===== src/dcd_pkg.sv =====
// ----------------------------------------------------------------------------
// dcd_pkg: shared definitions for the directed cycle detector
// Field widths, bus widths and the queue entry that passes from the front
// end to the search engine.
// ----------------------------------------------------------------------------
`default_nettype none

package dcd_pkg;

    // Fixed field widths of the stream items and the configuration register.
    localparam int ROW_W      = 16;
    localparam int IDX_W      = 4;
    localparam int VCOUNT_W   = 5;
    localparam int IN_DATA_W  = 24;
    localparam int OUT_DATA_W = 8;

    localparam logic [VCOUNT_W-1:0] VCOUNT_RESET = 5'd16;

    localparam int DEFAULT_MAX_VERTICES = 16;

    // Depth of the queue between the front end and the search engine.
    localparam int QUEUE_DEPTH = 2;

    // One classified row transaction, as queued for the search engine.
    typedef struct packed {
        logic             store;
        logic [IDX_W-1:0] row_index;
        logic [ROW_W-1:0] row_bits;
        logic             last;
    } dcd_item_t;

endpackage

`default_nettype wire


===== src/dcd_front.sv =====
// ----------------------------------------------------------------------------
// dcd_front: input stage of the directed cycle detector
// Accepts row transactions, decides whether the row is kept, and buffers
// them in a short queue for the search engine.
// ----------------------------------------------------------------------------
`default_nettype none

module dcd_front #(
    parameter int MAX_VERTICES = dcd_pkg::DEFAULT_MAX_VERTICES
) (
    input  wire logic                        clk,
    input  wire logic                        rst_n,
    input  wire logic                        s_valid,
    output logic                             s_ready,
    input  wire logic [dcd_pkg::IDX_W-1:0]   row_index,
    input  wire logic [dcd_pkg::ROW_W-1:0]   row_bits,
    input  wire logic                        last_row,
    output logic                             q_valid,
    input  wire logic                        q_ready,
    output dcd_pkg::dcd_item_t               q_item
);
    import dcd_pkg::*;

    localparam int PTR_W = (QUEUE_DEPTH > 1) ? $clog2(QUEUE_DEPTH) : 1;
    localparam int CNT_W = $clog2(QUEUE_DEPTH + 1);

    dcd_item_t         queue_mem [QUEUE_DEPTH];
    logic [PTR_W-1:0]  wr_ptr_reg, wr_ptr_next;
    logic [PTR_W-1:0]  rd_ptr_reg, rd_ptr_next;
    logic [CNT_W-1:0]  count_reg, count_next;
    dcd_item_t         new_item;
    logic              push;
    logic              pop;

    // Rows at or above the store depth are dropped; their last flag still counts.
    always_comb
    begin
        new_item.store     = (32'(row_index) < 32'(MAX_VERTICES));
        new_item.row_index = row_index;
        new_item.row_bits  = row_bits;
        new_item.last      = last_row;
    end

    assign s_ready = (count_reg != CNT_W'(QUEUE_DEPTH));
    assign q_valid = (count_reg != '0);
    assign q_item  = queue_mem[rd_ptr_reg];
    assign push    = s_valid && s_ready;
    assign pop     = q_valid && q_ready;

    always_comb
    begin
        wr_ptr_next = wr_ptr_reg;
        rd_ptr_next = rd_ptr_reg;
        count_next  = count_reg;
        if (push)
        begin
            wr_ptr_next = (wr_ptr_reg == PTR_W'(QUEUE_DEPTH - 1)) ? '0 : wr_ptr_reg + 1'b1;
        end
        if (pop)
        begin
            rd_ptr_next = (rd_ptr_reg == PTR_W'(QUEUE_DEPTH - 1)) ? '0 : rd_ptr_reg + 1'b1;
        end
        if (push && !pop)
        begin
            count_next = count_reg + 1'b1;
        end
        else if (pop && !push)
        begin
            count_next = count_reg - 1'b1;
        end
    end

    always_ff @(posedge clk or negedge rst_n)
    begin
        if (!rst_n)
        begin
            wr_ptr_reg <= '0;
            rd_ptr_reg <= '0;
            count_reg  <= '0;
        end
        else
        begin
            wr_ptr_reg <= wr_ptr_next;
            rd_ptr_reg <= rd_ptr_next;
            count_reg  <= count_next;
        end
    end

    always_ff @(posedge clk)
    begin
        if (push)
        begin
            queue_mem[wr_ptr_reg] <= new_item;
        end
    end

    a_count_bounded: assert property (@(posedge clk) disable iff (!rst_n)
        count_reg <= CNT_W'(QUEUE_DEPTH))
        else $error("queue count beyond its depth");

    a_full_pop_frees: assert property (@(posedge clk) disable iff (!rst_n)
        (!s_ready && pop) |=> s_ready)
        else $error("queue stays full after a pop");

endmodule

`default_nettype wire


===== src/dcd_back.sv =====
// ----------------------------------------------------------------------------
// dcd_back: search engine of the directed cycle detector
// Holds the adjacency rows and runs a stack-based depth-first search with
// per-vertex marks, one push or pop per cycle, then registers the verdict.
// ----------------------------------------------------------------------------
`default_nettype none

module dcd_back #(
    parameter int MAX_VERTICES = dcd_pkg::DEFAULT_MAX_VERTICES
) (
    input  wire logic                          clk,
    input  wire logic                          rst_n,
    input  wire logic [dcd_pkg::VCOUNT_W-1:0]  vertex_count,
    input  wire logic                          q_valid,
    output logic                               q_ready,
    input  wire dcd_pkg::dcd_item_t            q_item,
    output logic                               out_valid,
    input  wire logic                          out_ready,
    output logic                               has_cycle
);
    import dcd_pkg::*;

    // Vertices that can take part in a search: bounded by the row width too.
    localparam int EFF_V   = (MAX_VERTICES < ROW_W) ? MAX_VERTICES : ROW_W;
    localparam int VIDX_W  = $clog2(EFF_V);
    localparam int DEPTH_W = $clog2(EFF_V + 1);

    typedef enum logic [1:0] {
        ST_IDLE,
        ST_SEARCH,
        ST_FINISH
    } state_t;

    typedef enum logic [1:0] {
        MARK_NEW  = 2'd0,
        MARK_PATH = 2'd1,
        MARK_DONE = 2'd2
    } mark_t;

    logic [EFF_V-1:0]     rows_mem  [EFF_V];
    logic [VIDX_W-1:0]    stack_mem [EFF_V];

    state_t               state_reg, state_next;
    mark_t                marks_reg [EFF_V];
    mark_t                marks_next [EFF_V];
    logic [DEPTH_W-1:0]   depth_reg, depth_next;
    logic [VCOUNT_W-1:0]  n_reg, n_next;
    logic                 result_reg, result_next;
    logic                 out_valid_reg, out_valid_next;
    logic                 has_cycle_reg, has_cycle_next;

    logic [VCOUNT_W-1:0]  n_active;
    logic [EFF_V-1:0]     vmask;
    logic [DEPTH_W-1:0]   depth_m1;
    logic [VIDX_W-1:0]    top_v;
    logic [EFF_V-1:0]     edges;
    logic [EFF_V-1:0]     open_bits;
    logic [EFF_V-1:0]     new_bits;
    logic [EFF_V-1:0]     cand;
    logic                 found;
    logic [VIDX_W-1:0]    sel_v;
    logic                 q_fire;
    logic                 push;

    assign n_active = (vertex_count > VCOUNT_W'(EFF_V)) ? VCOUNT_W'(EFF_V) : vertex_count;
    assign depth_m1 = depth_reg - 1'b1;
    assign top_v    = stack_mem[depth_m1[VIDX_W-1:0]];
    assign edges    = rows_mem[top_v] & vmask;
    assign q_ready  = (state_reg == ST_IDLE);
    assign q_fire   = q_valid && q_ready;
    assign out_valid = out_valid_reg;
    assign has_cycle = has_cycle_reg;

    always_comb
    begin
        for (int v = 0; v < EFF_V; v++)
        begin
            vmask[v]     = (VCOUNT_W'(v) < n_reg);
            open_bits[v] = edges[v] && (marks_reg[v] != MARK_DONE);
            new_bits[v]  = vmask[v] && (marks_reg[v] == MARK_NEW);
        end
    end

    // With an empty stack, look for the next root; otherwise for the first
    // edge of the top vertex that does not lead to a finished vertex.
    assign cand  = (depth_reg == '0) ? new_bits : open_bits;
    assign found = |cand;

    always_comb
    begin
        sel_v = '0;
        for (int v = EFF_V - 1; v >= 0; v--)
        begin
            if (cand[v])
            begin
                sel_v = VIDX_W'(v);
            end
        end
    end

    always_comb
    begin
        state_next     = state_reg;
        marks_next     = marks_reg;
        depth_next     = depth_reg;
        n_next         = n_reg;
        result_next    = result_reg;
        out_valid_next = out_valid_reg;
        has_cycle_next = has_cycle_reg;
        push           = 1'b0;

        if (out_valid_reg && out_ready)
        begin
            out_valid_next = 1'b0;
        end

        unique case (state_reg)
            ST_IDLE:
            begin
                if (q_fire && q_item.last)
                begin
                    n_next     = n_active;
                    depth_next = '0;
                    for (int v = 0; v < EFF_V; v++)
                    begin
                        marks_next[v] = MARK_NEW;
                    end
                    state_next = ST_SEARCH;
                end
            end
            ST_SEARCH:
            begin
                if (depth_reg == '0)
                begin
                    if (found)
                    begin
                        marks_next[sel_v] = MARK_PATH;
                        depth_next        = DEPTH_W'(1);
                        push              = 1'b1;
                    end
                    else
                    begin
                        result_next = 1'b0;
                        state_next  = ST_FINISH;
                    end
                end
                else if (found)
                begin
                    if (marks_reg[sel_v] == MARK_PATH)
                    begin
                        // Back edge onto the current path: the graph has a cycle.
                        result_next = 1'b1;
                        state_next  = ST_FINISH;
                    end
                    else
                    begin
                        marks_next[sel_v] = MARK_PATH;
                        depth_next        = depth_reg + 1'b1;
                        push              = 1'b1;
                    end
                end
                else
                begin
                    marks_next[top_v] = MARK_DONE;
                    depth_next        = depth_m1;
                end
            end
            ST_FINISH:
            begin
                if (!out_valid_reg || out_ready)
                begin
                    out_valid_next = 1'b1;
                    has_cycle_next = result_reg;
                    state_next     = ST_IDLE;
                end
            end
            default:
            begin
                state_next = ST_IDLE;
            end
        endcase
    end

    always_ff @(posedge clk or negedge rst_n)
    begin
        if (!rst_n)
        begin
            state_reg     <= ST_IDLE;
            depth_reg     <= '0;
            n_reg         <= '0;
            result_reg    <= 1'b0;
            out_valid_reg <= 1'b0;
            has_cycle_reg <= 1'b0;
            for (int v = 0; v < EFF_V; v++)
            begin
                marks_reg[v] <= MARK_NEW;
            end
        end
        else
        begin
            state_reg     <= state_next;
            depth_reg     <= depth_next;
            n_reg         <= n_next;
            result_reg    <= result_next;
            out_valid_reg <= out_valid_next;
            has_cycle_reg <= has_cycle_next;
            marks_reg     <= marks_next;
        end
    end

    always_ff @(posedge clk)
    begin
        if (q_fire && q_item.store)
        begin
            rows_mem[q_item.row_index[VIDX_W-1:0]] <= q_item.row_bits[EFF_V-1:0];
        end
        if (push)
        begin
            stack_mem[depth_reg[VIDX_W-1:0]] <= sel_v;
        end
    end

    a_depth_bounded: assert property (@(posedge clk) disable iff (!rst_n)
        (state_reg == ST_SEARCH) |-> (depth_reg <= DEPTH_W'(n_reg)))
        else $error("search stack deeper than the vertex count");

    a_top_on_path: assert property (@(posedge clk) disable iff (!rst_n)
        (state_reg == ST_SEARCH && depth_reg != '0) |-> (marks_reg[top_v] == MARK_PATH))
        else $error("stack top is not marked on path");

    a_result_from_finish: assert property (@(posedge clk) disable iff (!rst_n)
        $rose(out_valid_reg) |-> $past(state_reg == ST_FINISH))
        else $error("result raised outside the finish state");

endmodule

`default_nettype wire


===== src/directed_cycle_detector_core.sv =====
// Flow: an accepted row transaction is written into the queue, and from there
//   into the row store when the search engine is idle. A transaction with tlast
//   set starts a search over n, the active vertex count (one stack push or pop per cycle).
// Throughput: one row per cycle while no search runs or waits on its result; the
//   search engine takes one transaction at a time, so a search holds back later rows.
// Reset: rst_n clears the queue, the search control and the output; the
//   vertex count returns to 16 and the row store is undefined until written.
// ----------------------------------------------------------------------------
// directed_cycle_detector_core: cycle detection on a directed graph
// Loads adjacency-matrix rows over a stream and answers, per graph, whether
// the graph contains a directed cycle.
// ----------------------------------------------------------------------------
`default_nettype none

module directed_cycle_detector_core #(
    parameter int MAX_VERTICES = dcd_pkg::DEFAULT_MAX_VERTICES
) (
    input  wire logic                            clk,
    input  wire logic                            rst_n,

    // Configuration write channel: the vertex count register.
    input  wire logic                            cfg_valid,
    output logic                                 cfg_ready,
    input  wire logic [dcd_pkg::VCOUNT_W-1:0]    cfg_data,

    // Row input stream.
    input  wire logic                            s_axis_tvalid,
    output logic                                 s_axis_tready,
    // tdata: row_index [3:0], row_bits [19:4], zero padding [23:20]
    input  wire logic [dcd_pkg::IN_DATA_W-1:0]   s_axis_tdata,
    input  wire logic                            s_axis_tlast,

    // Result stream.
    output logic                                 m_axis_tvalid,
    input  wire logic                            m_axis_tready,
    // tdata: has_cycle [0], zero padding [7:1]
    output logic [dcd_pkg::OUT_DATA_W-1:0]       m_axis_tdata
);
    import dcd_pkg::*;

    // The vertex count register. Writes must be made only while the block is idle
    // (the block itself does not enforce this); the search engine samples it once when a search starts.
    logic [VCOUNT_W-1:0] vertex_count_reg;

    dcd_item_t q_item;
    logic      q_valid;
    logic      q_ready;
    logic      has_cycle;

    assign cfg_ready = 1'b1;

    always_ff @(posedge clk or negedge rst_n)
    begin
        if (!rst_n)
        begin
            vertex_count_reg <= VCOUNT_RESET;
        end
        else if (cfg_valid && cfg_ready)
        begin
            vertex_count_reg <= cfg_data;
        end
    end

    // The front end takes each row transaction, marks whether its row fits
    // the store, and queues it. The queue lets rows of the next graph
    // arrive while a search or an unread result is pending.
    dcd_front #(
        .MAX_VERTICES (MAX_VERTICES)
    ) u_front (
        .clk       (clk),
        .rst_n     (rst_n),
        .s_valid   (s_axis_tvalid),
        .s_ready   (s_axis_tready),
        .row_index (s_axis_tdata[IDX_W-1:0]),
        .row_bits  (s_axis_tdata[IDX_W+ROW_W-1:IDX_W]),
        .last_row  (s_axis_tlast),
        .q_valid   (q_valid),
        .q_ready   (q_ready),
        .q_item    (q_item)
    );

    // The search engine writes rows into its store in order and, on a
    // transaction marked last, runs the depth-first search. Its result
    // sits in an output register, so a stalled consumer only blocks the
    // engine when the next search ends.
    dcd_back #(
        .MAX_VERTICES (MAX_VERTICES)
    ) u_back (
        .clk          (clk),
        .rst_n        (rst_n),
        .vertex_count (vertex_count_reg),
        .q_valid      (q_valid),
        .q_ready      (q_ready),
        .q_item       (q_item),
        .out_valid    (m_axis_tvalid),
        .out_ready    (m_axis_tready),
        .has_cycle    (has_cycle)
    );

    assign m_axis_tdata = {{(OUT_DATA_W - 1){1'b0}}, has_cycle};

endmodule

`default_nettype wire


===== config.mk =====
export PLATFORM = sky130hd
export DESIGN_NAME = directed_cycle_detector_core
export DESIGN_NICKNAME = d
export VERILOG_FILES = /design/src/dcd_pkg.sv /design/src/dcd_front.sv /design/src/dcd_back.sv /design/src/directed_cycle_detector_core.sv
export SDC_FILE = /design/constraint.sdc
export NUM_CORES = 1
export LEC_CHECK = 0
export BUFFER_PORTS_ARGS = -buffer_cell sky130_fd_sc_hd__buf_4
export CAP_MARGIN = 25
export CORE_MARGIN = 1
export CORE_UTILIZATION = 50
export DETAILED_ROUTE_END_ITERATION = 16
export GPL_TIMING_DRIVEN = 0
export HOLD_SLACK_MARGIN = 0.1
export PLACE_DENSITY_LB_ADDON = 0.1
export SLEW_MARGIN = 10
export SYNTH_ARGS = -nofsm -noshare
export SYNTH_HDL_FRONTEND = slang
export SYNTH_SLANG_ARGS = --single-unit

===== constraint.sdc =====
create_clock -name clk -period 6.99 [get_ports clk]
set_input_delay 1.398 -clock clk [delete_from_list [all_inputs] [get_ports clk]]
set_output_delay 1.398 -clock clk [all_outputs]
set_load 0.02 [all_outputs]

# Word level (Yosys, flattened, before mapping)
# Memory sizes are Yosys's and may differ from the RTL's.
# Cells that the tools add are included.
# W data, S select, Z words.
[op_classes]
addsub = 6
n_mul = 0
n_div = 0
order_cmp = 21
n_eq_ne = 28
shift = 0
mux = 66
bitwise = 9
n_reduce_logical = 74
[ops]
columns = ["operator", "n"]
rows = [
  ["$mux W32", 5],
  ["$mux W4", 16],
  ["$pmux W32 S2", 1],
  ["$and A16 B16 Y16", 3],
  ["$logic_and A1 B1 Y1", 40],
  ["$lt A4 B5 Y1 const A", 8],
  ["$ne A2 B2 Y1 const B", 19],
  ["$logic_not A2 Y1", 17],
  ["$not A16 Y16", 2],
  ["$or A16 B16 Y16", 2],
  ["$mux W5", 6],
  ["$mux W2", 12],
  ["$lt A3 B5 Y1 const A", 4],
  ["$mux W1", 20],
  ["$demux W2 S4", 2],
  ["$mux W16", 1],
  ["$reduce_or A16 Y1", 1],
  ["$ge A5 B5 Y1 const B", 2],
  ["$lt A1 B5 Y1 const A", 2],
  ["$lt A2 B5 Y1 const A", 2],
  ["$lt A5 B1 Y1 const B", 2],
  ["$not A4 Y5", 2],
  ["$pmux W5 S2", 1],
  ["$reduce_bool A2 Y1", 5],
  ["22 further kinds", 29],
]
[word_totals]
ff_bits = 56
latch_bits = 0
mem_bits_rw = 362
romBits = 0
input_bits = 35
out_inout_bits = 11
elab_cells = 233
n_memories = 3
[mem_list]
columns = ["name", "depth", "word_bits", "read_ports", "rd_clocked_by_memory_dff", "wr", "line", "rtl"]
rows = [
  ["u_back.rows_mem", 16, 16, 1, 0, 1, "dcd_back.sv:40", "logic [EFF_V-1:0] rows_mem [EFF_V];"],
  ["u_back.stack_mem", 16, 4, 1, 0, 1, "dcd_back.sv:41", "logic [VIDX_W-1:0] stack_mem [EFF_V];"],
  ["u_front.queue_mem", 2, 21, 1, 0, 1, "dcd_front.sv:27", "dcd_item_t queue_mem [QUEUE_DEPTH];"],
]

# Logic depth before layout (Yosys ltp)
# An unclocked memory read counts as a cell.
[logic_depth]
depth_word = 33
depth_mapped = 28
depth_no_buf = 19

# Modules after synthesis
# A second synthesis with hierarchy kept.
[hier_totals]
hier_cells = 1328
area_unflattened_um2 = 18421.4
[by_module_without_submodules]
columns = ["module", "instances", "cells_each", "area_each_um2", "seq_area_each_um2"]
rows = [
  ["dcd_back", 1, 1222, 16420.7, 10785.3],
  ["dcd_front", 1, 85, 1742.9, 1361.3],
  ["directed_cycle_detector_core", 1, 21, 257.7, 126.4],
]

# Worst setup path before layout
# OpenSTA, ideal clock, no wires.
[synth_path]
path_kind = "register to register"
from = "reg u_back.depth_reg[0]"
to = "mem u_back.stack_mem[10][0] in the netlist's numbering (enable)"
setup_ps = 309
arrival_ps = 5809
slack_ps = 872
path_stages_with_launch = 23
path_buffers = 4
cell_sequence = "dfrtp_1 buf_2 clkinv_1 ha_1 buf_6 mux2_4 mux4_2 and2_1 buf_6 nor3_4 buf_6 nand2_1 a32o_1 o41ai_2 a21oi_1 and3b_1 a221o_1 a21oi_2 nor3_1 nor4_4 a211oi_2 nor4_1 and2_1"
[synth_via]
elab_chain_len = 33
[synth_lines]
columns = ["item", "line", "rtl"]
rows = [
  ["start, declared", "dcd_back.sv:46", "logic [DEPTH_W-1:0] depth_reg, depth_next;"],
  ["start signal, assigned", "dcd_back.sv:202", "depth_reg <= depth_next;"],
  ["$sub A5 B1 Y5", "dcd_back.sv:66", "assign depth_m1 = depth_reg - 1'b1;"],
  ["$mem_v2 Z16 W4", "n/a", ""],
  ["$mem_v2 Z16 W16", "n/a", ""],
  ["$and A16 B16 Y16", "dcd_back.sv:68", "assign edges = rows_mem[top_v] & vmask;"],
  ["$logic_and A1 B1 Y1", "dcd_back.sv:79", "open_bits[v] = edges[v] && (marks_reg[v] != MARK_DONE);"],
  ["$mux W16 *", "dcd_back.sv:86", "assign cand = (depth_reg == '0) ? new_bits : open_bits;"],
  ["$mux W4 (15 in series)", "dcd_back.sv:94", "if (cand[v])"],
  ["$mux W4 *", "dcd_back.sv:94", ""],
  ["via u_back.sel_v[1]", "dcd_back.sv:61", "logic [VIDX_W-1:0] sel_v;"],
  ["(+2 left out)", "n/a", ""],
  ["$mux W2 (not written as such) * (2 in series)", "dcd_back.sv:149", "if (marks_reg[sel_v] == MARK_PATH)"],
  ["$eq A2 B1 Y1 *", "dcd_back.sv:149", ""],
  ["$mux W1 *", "dcd_back.sv:149", ""],
  ["$mux W1 *", "dcd_back.sv:147", "else if (found)"],
  ["$mux W1 *", "dcd_back.sv:133", "if (depth_reg == '0)"],
  ["$mux W1 *", "dcd_back.sv:117", "unique case (state_reg)"],
  ["$mux W1 *", "dcd_back.sv:217", "if (push)"],
  ["$mux W1 (not written as such) *", "dcd_back.sv:219", "stack_mem[depth_reg[VIDX_W-1:0]] <= sel_v;"],
  ["end, declared", "dcd_back.sv:41", ""],
]
# Mark *: on every way through the listed nets, which the timed path passes. The rest lies on a longest branch. The select of a mux whose other input is x is not followed.

# Worst setup path in the final report
[layout_path]
from = "reg u_back.depth_reg[0]"
to = "mem u_back.stack_mem[9][2] in the netlist's numbering (enable)"
[layout_via]
elab_chain_len = 33
[layout_lines]
columns = ["item", "line"]
rows = [
  ["$sub A5 B1 Y5", "dcd_back.sv:66"],
  ["$mem_v2 Z16 W4", "n/a"],
  ["$mem_v2 Z16 W16", "n/a"],
  ["$and A16 B16 Y16", "dcd_back.sv:68"],
  ["$logic_and A1 B1 Y1", "dcd_back.sv:79"],
  ["$mux W16", "dcd_back.sv:86"],
  ["$mux W4 (16 in series)", "dcd_back.sv:94"],
  ["$not A4 Y5 (not written as such)", "dcd_back.sv:149"],
  ["$bmux W2 S4", "dcd_back.sv:149"],
  ["$mux W2 (not written as such) (2 in series)", "dcd_back.sv:149"],
  ["$eq A2 B1 Y1", "dcd_back.sv:149"],
  ["$mux W1", "dcd_back.sv:149"],
  ["$mux W1", "dcd_back.sv:147"],
  ["$mux W1", "dcd_back.sv:133"],
  ["$mux W1", "dcd_back.sv:117"],
  ["$mux W1", "dcd_back.sv:217"],
  ["$mux W1 (not written as such)", "dcd_back.sv:219"],
]
# Several ways; a longest one is shown, not always the timed one. The select of a mux whose other input is x is not followed.

==> qor.csv <==
stage,metric,value,unit
setup_path,Startpoint Class,flop,
min_path,class of the tightest hold or removal check,flop to flop,
setup_path,largest fanout of any net on the critical path,10,
synth,Post-synth EDFFs,362,
finish,ANT cells,0,
grt,pin count of the biggest net entering global routing,57,
clock_tree,htree depth,2,
finish,Layout Nets,1596,
setup_path,crit path capture type,flop,
drt,routed length per placed instance,26.2,um
synth,gate count after technology mapping,1412,
synth,sequential fraction of the synthesis area,64.7,%
floorplanning,die height,197,um
min_path,Hold Path Origin,u_front.count_reg[1],
setup_path,flop-to-flop setup slack,0.17,ns
setup_path,timing startpoint of the critical path,u_back.depth_reg[0],
drt,total iterations of the first detailed-routing run,7,
timing,highest clock frequency the design can meet,0.147,GHz
finish,synthesis-to-finish area growth,18.6,%
drt,via count,12866,
timing,unrepaired setup endpoints after global routing,no,
synth,syn avg cell area,13.4,um2
timing,slew at the pin closest to its max-slew limit,1.04,ns
min_path,Hold Path Depth,1,
setup_path,endpoint of the worst register-to-register path,u_back.stack_mem[9][2],
clock_tree,clk root buf,sky130_fd_sc_hd__clkbuf_16,
finish,"commonest non-fill, non-tap cell in the layout",sky130_fd_sc_hd__edfxtp_1,
floorplanning,core region area,37000,um2
timing,max-slew violation count,0,
synth,Cell variety after synth,94,
finish,layout cells sized above 1,24.0,%
timing,Rel. slew slack,30.2,%
floorplanning,Die ar.,38700,um2
clock_tree,deepest clock path buffer count,3,
grt,initial antenna violation count,0,
setup_path,class of the most critical setup path,flop to flop,
place,Port-buffer cells,33,
setup_path,largest stage delay on the critical path,0.52,ns
finish,"flip-flop count of the largest register, all copies and words added",256,
grt,total global routing track utilization,28.9,%
min_path,worst-case hold path end point,u_front.count_reg[1],
setup_path,CP max-delay cell,sky130_fd_sc_hd__mux4_2,
drt,Vias per Instance,6.14,
synth,cell area after synthesis,19000,um2
grt,global route total overflow,0,
clock_tree,TritonCTS clock tree,yes,
flow_run,max_cap viols,0,
place,Final GP Congestion,0.909,
timing,sum of negative setup slack,0,ns
floorplanning,floorplan die width,197,um
setup_path,CP dominant cell by count,sky130_fd_sc_hd__buf_6,
synth,top_reg_cell synth,sky130_fd_sc_hd__edfxtp_1,
grt,via count of the first global-routing pass,12394,
timing,endpoints failing hold,0,
drt,wire length after detailed routing,54900,um
timing,final critical-path setup slack,0.166,ns
setup_path,arrival time of data at the critical path endpoint,7.12,ns
setup_path,startpoint of the lowest-slack register-to-register path,u_back.depth_reg[0],
finish,most frequent cells in the layout,"362 x sky130_fd_sc_hd__edfxtp_1, 170 x sky130_fd_sc_hd__nand2_1, 91 x sky130_fd_sc_hd__buf_4",
timing,fin crit period,6.82,ns
place,post-placement worst setup slack,-1.71,ns
place,HPWL after detailed placement,37200,um
setup_path,logic depth of the worst register-to-register path,25,
drt,DRC viols,0,
clock_tree,clk sink count,418,
synth,number of warnings printed during yosys synthesis,0,
drt,number of violations reported at the end of detailed-routing iteration 0,1317,
timing,Final setup violation count,0,
synth,#FFs+latches synth,418,
timing,skew final,0.0360,ns
floorplanning,effective utilization at floorplan,51.3,%
floorplanning,number of top-level design ports,46,
timing,period utilisation layout,97.6,%
grt,wire length of the first global-routing pass,81600,um
clock_tree,clock-pin slew on the worst setup and hold paths,0.06,ns
outcome,status,finished clean,
synth,proportion of register bits with asynchronous set or reset after synthesis,13.4,%
setup_path,Required @ worst endpoint,7.29,ns
floorplanning,number of rows created at floorplan,70,
clock_tree,number of clock buffers inserted by TritonCTS,45,
clock_tree,Clock Latency Late Sink,0.62,ns
drt,post-route antenna net violation count,0,
what timing repair did:
action	4_1_cts	5_1_grt
buffers inserted	18	18
setup endpoints to repair	104	103
hold buffers	0	0
cloned	2	0
resized for setup	68	33
pin swaps	11	15
cell type report:
type | count | area (um2)
Fill cell | 2847 | 14500
Sequential cell | 418 | 12300
Multi-Input combinational cell | 889 | 6500
Clock buffer | 58 | 1250
Timing Repair Buffer | 89 | 823
Tap cell | 504 | 631
Buffer | 86 | 542
Clock inverter | 25 | 368
Inverter | 26 | 103
routing by layer:
| metal | track usage, % | wire length, um | vias to the layer above |
|---|---|---|---|
| li1 | - | - | 5745 |
| met1 | 40.1 | 23500 | 6460 |
| met4 | 10.3 | 1570 | 0 |
| met3 | 4.67 | 3930 | 103 |
| met5 | 0 | 0 | - |
| met2 | 46.3 | 26000 | 558 |
through the flow:
step	utilization, %	instance area [um2]	std cells	hold WS, ns
final	60.8	22500	2095	0.500
after global routing	60.8	22500	2095	0.527
after CTS	60.2	22200	2077	0.499
after detailed placement	54.6	20200	1974	0.487
after global placement	53.7	19900	1955	0.484
after floorplan	-	19000	1418	0.461
kinds of logic after synthesis:
family / count (synthesis) / share of synthesized area [%]
compound gates: 290 / 11.1
xor+xnor: 10 / 0.660
fa+ha+maj: 6 / 0.396
buf+inv: 112 / 3.19
flops: 418 / 64.7
mux: 120 / 7.49
other cells: 2 / 0.0396
simple gates: 454 / 12.4
worst max path at each step:
stage                              endpoint  slack, ns  cells after the start
global placement     u_back.stack_mem[9][3]      -1.57                     21
CTS                  u_back.stack_mem[9][2]       0.03                     25
detailed placement   u_back.stack_mem[9][3]      -1.71                     21
finish               u_back.stack_mem[9][2]       0.17                     25
floorplan           u_back.stack_mem[10][0]       0.87                     22
global route        u_back.stack_mem[11][2]      0.007                     26
Yosys cell counts, types with 6 or more instances:
| master | count | share of area (%) |
|---|---|---|
| sky130_fd_sc_hd__edfxtp_1 | 362 | 57 |
| sky130_fd_sc_hd__nand2_1 | 171 | 3.4 |
| sky130_fd_sc_hd__mux2i_1 | 68 | 3.6 |
| sky130_fd_sc_hd__nor2_1 | 68 | 1.3 |
| sky130_fd_sc_hd__a21oi_1 | 59 | 1.6 |
| sky130_fd_sc_hd__dfrtp_1 | 55 | 7.3 |
| sky130_fd_sc_hd__o21ai_0 | 48 | 1.3 |
| sky130_fd_sc_hd__mux2_2 | 36 | 2.1 |
| sky130_fd_sc_hd__nand3_1 | 33 | 0.87 |
| sky130_fd_sc_hd__and2_1 | 28 | 0.92 |
| sky130_fd_sc_hd__clkbuf_1 | 28 | 0.55 |
| sky130_fd_sc_hd__nor4_1 | 26 | 0.86 |
| sky130_fd_sc_hd__inv_1 | 24 | 0.48 |
| sky130_fd_sc_hd__nor3_1 | 24 | 0.63 |
| sky130_fd_sc_hd__a32oi_1 | 23 | 1.1 |
| sky130_fd_sc_hd__buf_2 | 22 | 0.58 |
| sky130_fd_sc_hd__buf_4 | 20 | 0.79 |
| sky130_fd_sc_hd__and4_1 | 16 | 0.74 |
| sky130_fd_sc_hd__nand2b_1 | 16 | 0.53 |
| sky130_fd_sc_hd__a31oi_1 | 13 | 0.43 |
| sky130_fd_sc_hd__mux4_2 | 13 | 1.5 |
| sky130_fd_sc_hd__o22a_1 | 12 | 0.55 |
| sky130_fd_sc_hd__and3_1 | 11 | 0.36 |
| sky130_fd_sc_hd__buf_6 | 11 | 0.65 |
| sky130_fd_sc_hd__a2111oi_0 | 9 | 0.42 |
| sky130_fd_sc_hd__a211oi_1 | 9 | 0.36 |
| sky130_fd_sc_hd__a32o_1 | 9 | 0.48 |
| sky130_fd_sc_hd__nor2b_1 | 9 | 0.30 |
| sky130_fd_sc_hd__o22ai_1 | 9 | 0.30 |
| sky130_fd_sc_hd__o31ai_1 | 9 | 0.36 |
| sky130_fd_sc_hd__a221o_1 | 8 | 0.42 |
| sky130_fd_sc_hd__a221oi_1 | 8 | 0.37 |
| sky130_fd_sc_hd__o211ai_1 | 8 | 0.32 |
| sky130_fd_sc_hd__nand4_1 | 7 | 0.23 |
| sky130_fd_sc_hd__ha_1 | 6 | 0.40 |
| sky130_fd_sc_hd__o21ai_1 | 6 | 0.16 |
worst max-delay path: cells and delay by family (launching register included):
kind / cells / cell delay, ns
fa+ha+maj: 1 / 0.34
mux: 2 / 0.86
flops: 1 / 0.37
compound gates: 6 / 1.52
buf+inv: 7 / 1.24
simple gates: 9 / 2.15
Power is left out: the tool's default activity adds up to more than one toggle a clock period on the data nets, which glitch-free logic cannot reach.
